File: src/rtl/ilp_pkg.sv
package ilp_pkg;

    typedef enum logic [3:0] {
        PH_SKIP,
        PH_DEC,
        PH_ZERO,
        PH_OCT,
        PH_BIN,
        PH_HEX,
        PH_DRAIN
    } ilp_phase_t;

    typedef struct packed {
        ilp_phase_t phase;
        logic       negative;
        logic       have_digit;
        logic       failed;
    } ilp_flags_t;

    localparam logic [7:0] CH_NUL   = 8'd0;
    localparam logic [7:0] CH_TAB   = 8'd9;
    localparam logic [7:0] CH_CR    = 8'd13;
    localparam logic [7:0] CH_SPACE = 8'd32;
    localparam logic [7:0] CH_0     = 8'h30;
    localparam logic [7:0] CH_1     = 8'h31;
    localparam logic [7:0] CH_7     = 8'h37;
    localparam logic [7:0] CH_9     = 8'h39;
    localparam logic [7:0] CH_LA    = 8'h61;
    localparam logic [7:0] CH_LF    = 8'h66;
    localparam logic [7:0] CH_UA    = 8'h41;
    localparam logic [7:0] CH_UF    = 8'h46;
    localparam logic [7:0] CH_LB    = 8'h62;
    localparam logic [7:0] CH_LX    = 8'h78;
    localparam logic [7:0] CH_MINUS = 8'h2d;
    localparam logic [7:0] HEX_TEN  = 8'd10;

    localparam int RESULT_BITS = 32;

endpackage

File: src/rtl/ilp_step.sv
module ilp_step
    import ilp_pkg::*;
#(
    parameter int VALUE_BITS = 32
) (
    input  logic [7:0]                   ch,
    input  ilp_flags_t                   flags_in,
    input  logic [VALUE_BITS-1:0]        acc_in,
    output ilp_flags_t                   flags_out,
    output logic [VALUE_BITS-1:0]        acc_out,
    output logic                         emit,
    output logic                         ok,
    output logic signed [RESULT_BITS-1:0] value
);

    logic                  is_ws;
    logic                  term;
    logic [3:0]            digit;
    logic [VALUE_BITS-1:0] digit_ext;
    logic [VALUE_BITS-1:0] acc_dec;
    logic [VALUE_BITS-1:0] acc_oct;
    logic [VALUE_BITS-1:0] acc_bin;
    logic [VALUE_BITS-1:0] acc_hex;
    logic [VALUE_BITS-1:0] signed_acc;
    logic [RESULT_BITS-1:0] wide_val;
    logic                  good;

    assign is_ws = ((ch >= CH_TAB) && (ch <= CH_CR)) || (ch == CH_SPACE);
    assign term  = (ch == CH_NUL) || is_ws;

    always_comb begin
        digit = 4'(ch - CH_0);
        if ((ch >= CH_LA) && (ch <= CH_LF)) begin
            digit = 4'(ch - CH_LA + HEX_TEN);
        end else if ((ch >= CH_UA) && (ch <= CH_UF)) begin
            digit = 4'(ch - CH_UA + HEX_TEN);
        end
    end

    assign digit_ext = {{(VALUE_BITS-4){1'b0}}, digit};
    assign acc_dec = (acc_in << 3) + (acc_in << 1) + digit_ext;
    assign acc_oct = (acc_in << 3) + digit_ext;
    assign acc_bin = (acc_in << 1) + digit_ext;
    assign acc_hex = (acc_in << 4) + digit_ext;

    assign signed_acc = flags_in.negative ? (~acc_in + 1'b1) : acc_in;

    generate
        if (VALUE_BITS >= RESULT_BITS) begin : g_trunc
            assign wide_val = signed_acc[RESULT_BITS-1:0];
        end else begin : g_sext
            assign wide_val = {{(RESULT_BITS-VALUE_BITS){signed_acc[VALUE_BITS-1]}},
                               signed_acc};
        end
    endgenerate

    always_comb begin
        flags_out = flags_in;
        acc_out   = acc_in;
        emit      = 1'b0;
        good      = 1'b0;
        case (flags_in.phase)
            PH_SKIP: begin
                flags_out.negative   = 1'b0;
                flags_out.have_digit = 1'b0;
                flags_out.failed     = 1'b0;
                acc_out              = '0;
                if (ch == CH_NUL) begin
                    emit = 1'b1;
                end else if (!is_ws) begin
                    if (ch == CH_0) begin
                        flags_out.phase = PH_ZERO;
                    end else begin
                        flags_out.phase = PH_DEC;
                        if (ch == CH_MINUS) begin
                            flags_out.negative = 1'b1;
                        end else if (ch inside {[CH_1:CH_9]}) begin
                            acc_out              = digit_ext;
                            flags_out.have_digit = 1'b1;
                        end else begin
                            flags_out.failed = 1'b1;
                        end
                    end
                end
            end
            PH_DRAIN: begin
                if (ch == CH_NUL) begin
                    flags_out.phase = PH_SKIP;
                end
            end
            default: begin
                if (term) begin
                    emit = 1'b1;
                    good = !flags_in.failed;
                    if (flags_in.phase inside {PH_DEC, PH_BIN, PH_HEX}) begin
                        good = good && flags_in.have_digit;
                    end
                    flags_out.phase      = (ch == CH_NUL) ? PH_SKIP : PH_DRAIN;
                    flags_out.negative   = 1'b0;
                    flags_out.have_digit = 1'b0;
                    flags_out.failed     = 1'b0;
                    acc_out              = '0;
                end else if (!flags_in.failed) begin
                    case (flags_in.phase)
                        PH_ZERO: begin
                            if (ch == CH_LB) begin
                                flags_out.phase = PH_BIN;
                            end else if (ch == CH_LX) begin
                                flags_out.phase = PH_HEX;
                            end else begin
                                flags_out.phase = PH_OCT;
                                if (ch == CH_MINUS) begin
                                    flags_out.negative = 1'b1;
                                end else if (ch inside {[CH_0:CH_7]}) begin
                                    acc_out              = acc_oct;
                                    flags_out.have_digit = 1'b1;
                                end else begin
                                    flags_out.failed = 1'b1;
                                end
                            end
                        end
                        PH_DEC: begin
                            if (ch inside {[CH_0:CH_9]}) begin
                                acc_out              = acc_dec;
                                flags_out.have_digit = 1'b1;
                            end else begin
                                flags_out.failed = 1'b1;
                            end
                        end
                        PH_OCT: begin
                            if (ch inside {[CH_0:CH_7]}) begin
                                acc_out              = acc_oct;
                                flags_out.have_digit = 1'b1;
                            end else begin
                                flags_out.failed = 1'b1;
                            end
                        end
                        PH_BIN: begin
                            if (ch inside {CH_0, CH_1}) begin
                                acc_out              = acc_bin;
                                flags_out.have_digit = 1'b1;
                            end else begin
                                flags_out.failed = 1'b1;
                            end
                        end
                        PH_HEX: begin
                            if (ch inside {[CH_0:CH_9], [CH_LA:CH_LF], [CH_UA:CH_UF]}) begin
                                acc_out              = acc_hex;
                                flags_out.have_digit = 1'b1;
                            end else begin
                                flags_out.failed = 1'b1;
                            end
                        end
                        default: begin
                            flags_out.phase = PH_SKIP;
                        end
                    endcase
                end
            end
        endcase
    end

    assign ok    = good;
    assign value = good ? wide_val : '0;

endmodule

File: src/rtl/int_literal_parser_unit.sv
// channel  | valid    | ready    | payload
// input    | s_valid  | s_ready  | s_ch
// result   | m_valid  | m_ready  | m_ok, m_value
//
// one character per cycle while a stalled result does not hold the input; the character
// that ends the token is held in the input register, then its result in the result register
// the step logic is a shift-add multiply by the radix plus a digit add
// aresetn is synchronous; it empties both registers and returns to whitespace skip
// a stalled result holds the result register; the input register still
// advances for characters that give no result
module int_literal_parser_unit
    import ilp_pkg::*;
#(
    parameter int VALUE_BITS = 32
) (
    input  logic                          aclk,
    input  logic                          aresetn,
    input  logic                          s_valid,
    output logic                          s_ready,
    input  logic [7:0]                    s_ch,
    output logic                          m_valid,
    input  logic                          m_ready,
    output logic                          m_ok,
    output logic signed [RESULT_BITS-1:0] m_value
);

    logic                          in_valid_reg;
    logic [7:0]                    ch_reg;
    ilp_flags_t                    flags_reg;
    ilp_flags_t                    flags_next;
    logic [VALUE_BITS-1:0]         acc_reg;
    logic [VALUE_BITS-1:0]         acc_next;
    logic                          m_valid_reg;
    logic                          m_ok_reg;
    logic signed [RESULT_BITS-1:0] m_value_reg;

    logic                          step_emit;
    logic                          step_ok;
    logic signed [RESULT_BITS-1:0] step_value;
    logic                          out_free;
    logic                          step_fire;

    ilp_step #(
        .VALUE_BITS(VALUE_BITS)
    ) u_step (
        .ch       (ch_reg),
        .flags_in (flags_reg),
        .acc_in   (acc_reg),
        .flags_out(flags_next),
        .acc_out  (acc_next),
        .emit     (step_emit),
        .ok       (step_ok),
        .value    (step_value)
    );

    assign out_free  = !m_valid_reg || m_ready;
    assign step_fire = in_valid_reg && (!step_emit || out_free);
    assign s_ready   = !in_valid_reg || step_fire;

    always_ff @(posedge aclk) begin
        if (!aresetn) begin
            in_valid_reg <= 1'b0;
            flags_reg    <= '{phase: PH_SKIP, negative: 1'b0, have_digit: 1'b0,
                              failed: 1'b0};
            acc_reg      <= '0;
            m_valid_reg  <= 1'b0;
        end else begin
            if (s_ready) begin
                in_valid_reg <= s_valid;
            end
            if (step_fire) begin
                flags_reg <= flags_next;
                acc_reg   <= acc_next;
            end
            if (step_fire && step_emit) begin
                m_valid_reg <= 1'b1;
            end else if (m_ready) begin
                m_valid_reg <= 1'b0;
            end
        end
    end

    always_ff @(posedge aclk) begin
        if (s_valid && s_ready) begin
            ch_reg <= s_ch;
        end
        if (step_fire && step_emit) begin
            m_ok_reg    <= step_ok;
            m_value_reg <= step_value;
        end
    end

    assign m_valid = m_valid_reg;
    assign m_ok    = m_ok_reg;
    assign m_value = m_value_reg;

endmodule

File: config.mk
export PLATFORM = sky130hd
export DESIGN_NAME = int_literal_parser_unit
export DESIGN_NICKNAME = d
export VERILOG_FILES = /design/src/rtl/ilp_pkg.sv /design/src/rtl/ilp_step.sv /design/src/rtl/int_literal_parser_unit.sv
export SDC_FILE = /design/constraint.sdc
export NUM_CORES = 1
export LEC_CHECK = 0
export BUFFER_PORTS_ARGS = -buffer_cell sky130_fd_sc_hd__buf_2
export CAP_MARGIN = 5
export CORE_MARGIN = 2
export CORE_UTILIZATION = 50
export DETAILED_ROUTE_END_ITERATION = 12
export PLACE_DENSITY_LB_ADDON = 0.3
export SLEW_MARGIN = 15
export SYNTH_ARGS = -nofsm -noshare
export SYNTH_HDL_FRONTEND = slang
export SYNTH_SLANG_ARGS = --single-unit
File: constraint.sdc
create_clock -name aclk -period 6.15 [get_ports aclk]
set_clock_uncertainty 0.15 [all_clocks]
set_input_delay 0.615 -clock aclk [delete_from_list [all_inputs] [get_ports aclk]]
set_output_delay 0.615 -clock aclk [all_outputs]
set_load 0.03 [all_outputs]
==> impl_metrics.csv <==
group,metric,value,unit
sta,post-route-min-period,5.31,ns
synth,synthesis.nets,1125,
power,peakVddDrop,126,uV
critical_path,arrival,5.40,ns
critical_path,critPathMaxFanout,7,
global_route,grt_pass1_vias,7641,
global_route,grt_max_degree,37,
sta,worst_pin_slew,1.16,ns
synth,synth-edff-count,41,
synth,ys_seq_elements,81,
placed_design,pre_cts_ws,1.03,ns
synth,synthCells,1043,
final_layout,synthToLayoutAreaGrowth,6.94,%
placed_design,place_inst,1247,
placed_design,portBuffers,46,
final_layout,multi_input_area,5860,um^2
placed_design,gp_congestion,0.966,
clock_tree,cts_tree,"yes",
floorplan,die_x,133,um
critical_path,crit_path_start,"ch_reg[0]$_DFFE_PP_",
clock_tree,ctsResizeCount,0,
run,maxCapViolCount,0,
critical_path,r2r-start,"ch_reg[0]$_DFFE_PP_",
floorplan,die_area,17700,um^2
final_layout,final_common_cell,"nand2_1",
final_layout,nFillCells,1559,
synth,synth.avg_cell_area,7.99,um^2
clock_tree,clk_latency,0.35,ns
sta,setup_violations,0,
power,p_leak,3.45,nW
sta,fin_ws,0.843,ns
clock_tree,cts.sinks,81,
drt,wl_per_cell,19.1,um
critical_path,required,6.24,ns
status,status,"finished, final reports clean",
synth,netlist_area,8330,um^2
final_layout,drive_above_1_share,8.63,%
clock_tree,h-tree-depth,3,
clock_tree,cts_setup_buffers,0,
hold_path,holdCritStartpoint,"s_ch[2]",
floorplan,start_util,50.8,%
drt,avgViaCountPerCell,6.37,
sta,slew_headroom,22.0,%
sta,slew_violations,0,
floorplan,fp.dieH,133,um
floorplan,rows,47,
global_route,grtUsageTotal,27.5,%
clock_tree,numCtsBuffers,9,
sta,min_period_over_period,86.3,%
hold_path,hold_path.class,"primary input to flip-flop",
final_layout,diodes,0,
sta,fin_hold_ws,0.286,ns
sta,hold_viol,0,
synth,seq_area_frac_synth,24.4,%
final_layout,num-nets-final,1120,
global_route,grt_pass1_wl,39300,um
sta,fmax,188,MHz
synth,async_flop_share,0,%
critical_path,ff2ff_path_depth,17,
sta,grt_setup_unrepaired,"no",
final_layout,seq_area,2030,um^2
power,pwr_density_cell,162,nW/um^2
placed_design,dp.final_hpwl,17000,um
synth,yosysTopAreaCell,"edfxtp_1",
global_route,grt_overflow,0,
floorplan,core_area,16400,um^2
synth,synth_cell_types,81,
hold_path,whs_path_depth,1,
synth,yosys_warnings,0,
clock_tree,clock_path_buffers,2,
floorplan,boundaryPins,47,
synth,synth_area_leaders,"edfxtp_1, ha_1, dfxtp_1, xnor2_1, xor2_1",
critical_path,end_kind,"flip-flop",
final_layout,fin_cells,1263,
critical_path,crit_type,"flip-flop to flip-flop",
drt,drt_pass1_iterations,6,
synth,synth_top_area_share,14.8,%
clock_tree,root_buffer,"clkbuf_16",
clock_tree,clk_pin_slew,0.06,ns
sta,fin_setup_tns,0,ns
synth,ys.flop_type,"edfxtp_1",
final_layout,layout_common_cells,"nand2_1, nor2_1, ha_1",
clock_tree,cts_hold_buf,0,
drt,vias,8040,
drt,ant_nets,0,
drt,drtIter0Drc,719,
drt,drc,0,
critical_path,startpoint_type,"flip-flop",
global_route,antenna_found_initial,0,
drt,wl,24100,um
==> Yosys cell counts (9+ instances only) <==
| cell | count |
|---|---|
| a211oi_1 | 12 |
| a21boi_0 | 9 |
| a21o_1 | 22 |
| a21oi_1 | 52 |
| a22oi_1 | 11 |
| a31oi_1 | 14 |
| and3_1 | 9 |
| buf_1 | 10 |
| buf_2 | 20 |
| clkbuf_1 | 43 |
| dfxtp_1 | 40 |
| edfxtp_1 | 41 |
| ha_1 | 67 |
| inv_1 | 31 |
| mux2i_1 | 12 |
| nand2_1 | 100 |
| nand2b_1 | 11 |
| nand3_1 | 31 |
| nand4_1 | 19 |
| nor2_1 | 97 |
| nor2b_1 | 17 |
| nor3_1 | 30 |
| o211ai_1 | 16 |
| o21ai_0 | 45 |
| o21bai_1 | 10 |
| o31ai_1 | 24 |
| or3_1 | 13 |
| xnor2_1 | 52 |
| xor2_1 | 46 |
==> path summary, 6_finish.rpt <==
kind	end	slack, ns
worst max-delay path	acc_reg[31]$_SDFFE_PN0P_	0.84
worst min-delay path	ch_reg[2]$_DFFE_PP_	0.29
worst max register to register	acc_reg[31]$_SDFFE_PN0P_	0.84
worst min register to register	flags_reg[1]$_SDFFE_PN0P_	0.44
==> through the flow <==
stage	instance area, um^2	util [%]	power, mW
after CTS	8910	54.3	1.45
after detailed placement	8620	52.5	0.898
final	8910	54.3	1.45
after global placement	8620	52.5	0.896
after floorplan	8330	-	0.821
after global routing	8910	54.3	1.51
==> cell families (layout without fill, tap and decap cells) <==
group,after synthesis,count (layout),synth area share (%)
AO/OA/AOI/OAI,288,288,24.1
flip-flops,81,81,24.4
XOR/XNOR,98,98,10.3
adder cells (fa/ha/maj),70,70,10.8
AND/OR/NAND/NOR,386,386,23.5
multiplexers,13,13,1.58
buffers and inverters,107,107,5.26
==> layer usage <==
metal  vias up  wire length [um]  GRT usage (%)
li1       3850                 -              -
met1      3745             10400           36.5
met2       385             11100           44.9
met3        60              1970           4.87
met4         0               645           9.74
met5         -                 0              0
==> critical path: stages (launching register included) <==
cell      delay, ns
edfxtp_1       0.50
inv_1          0.16
ha_1           0.25
inv_1          0.05
o311ai_0       0.42
nor2_1         0.23
o21ai_0        0.14
nand2_1        0.18
fa_1           0.54
ha_1           0.23
a21oi_1        0.18
o211ai_1       0.23
nand4_1        0.19
a21oi_1        0.19
nor4_1         0.97
o41a_1         0.31
o32ai_1        0.11
a21o_1         0.16
==> cell type report <==
| cell class | count | share of cell area [%] |
|---|---|---|
| Timing Repair Buffer | 59 | 3.68 |
| Inverter | 32 | 1.35 |
| Clock buffer | 13 | 2.81 |
| Multi-Input combinational cell | 855 | 65.8 |
| Tap cell | 220 | 3.09 |
| Sequential cell | 81 | 22.8 |
| Clock inverter | 3 | 0.463 |
==> power by group <==
part	internal (mW)	switching, mW
sequential	0.575	0.0365
combinational	0.106	0.177
clock	0.325	0.227
total	1.01	0.441
Power figures use the tool's default switching activity.
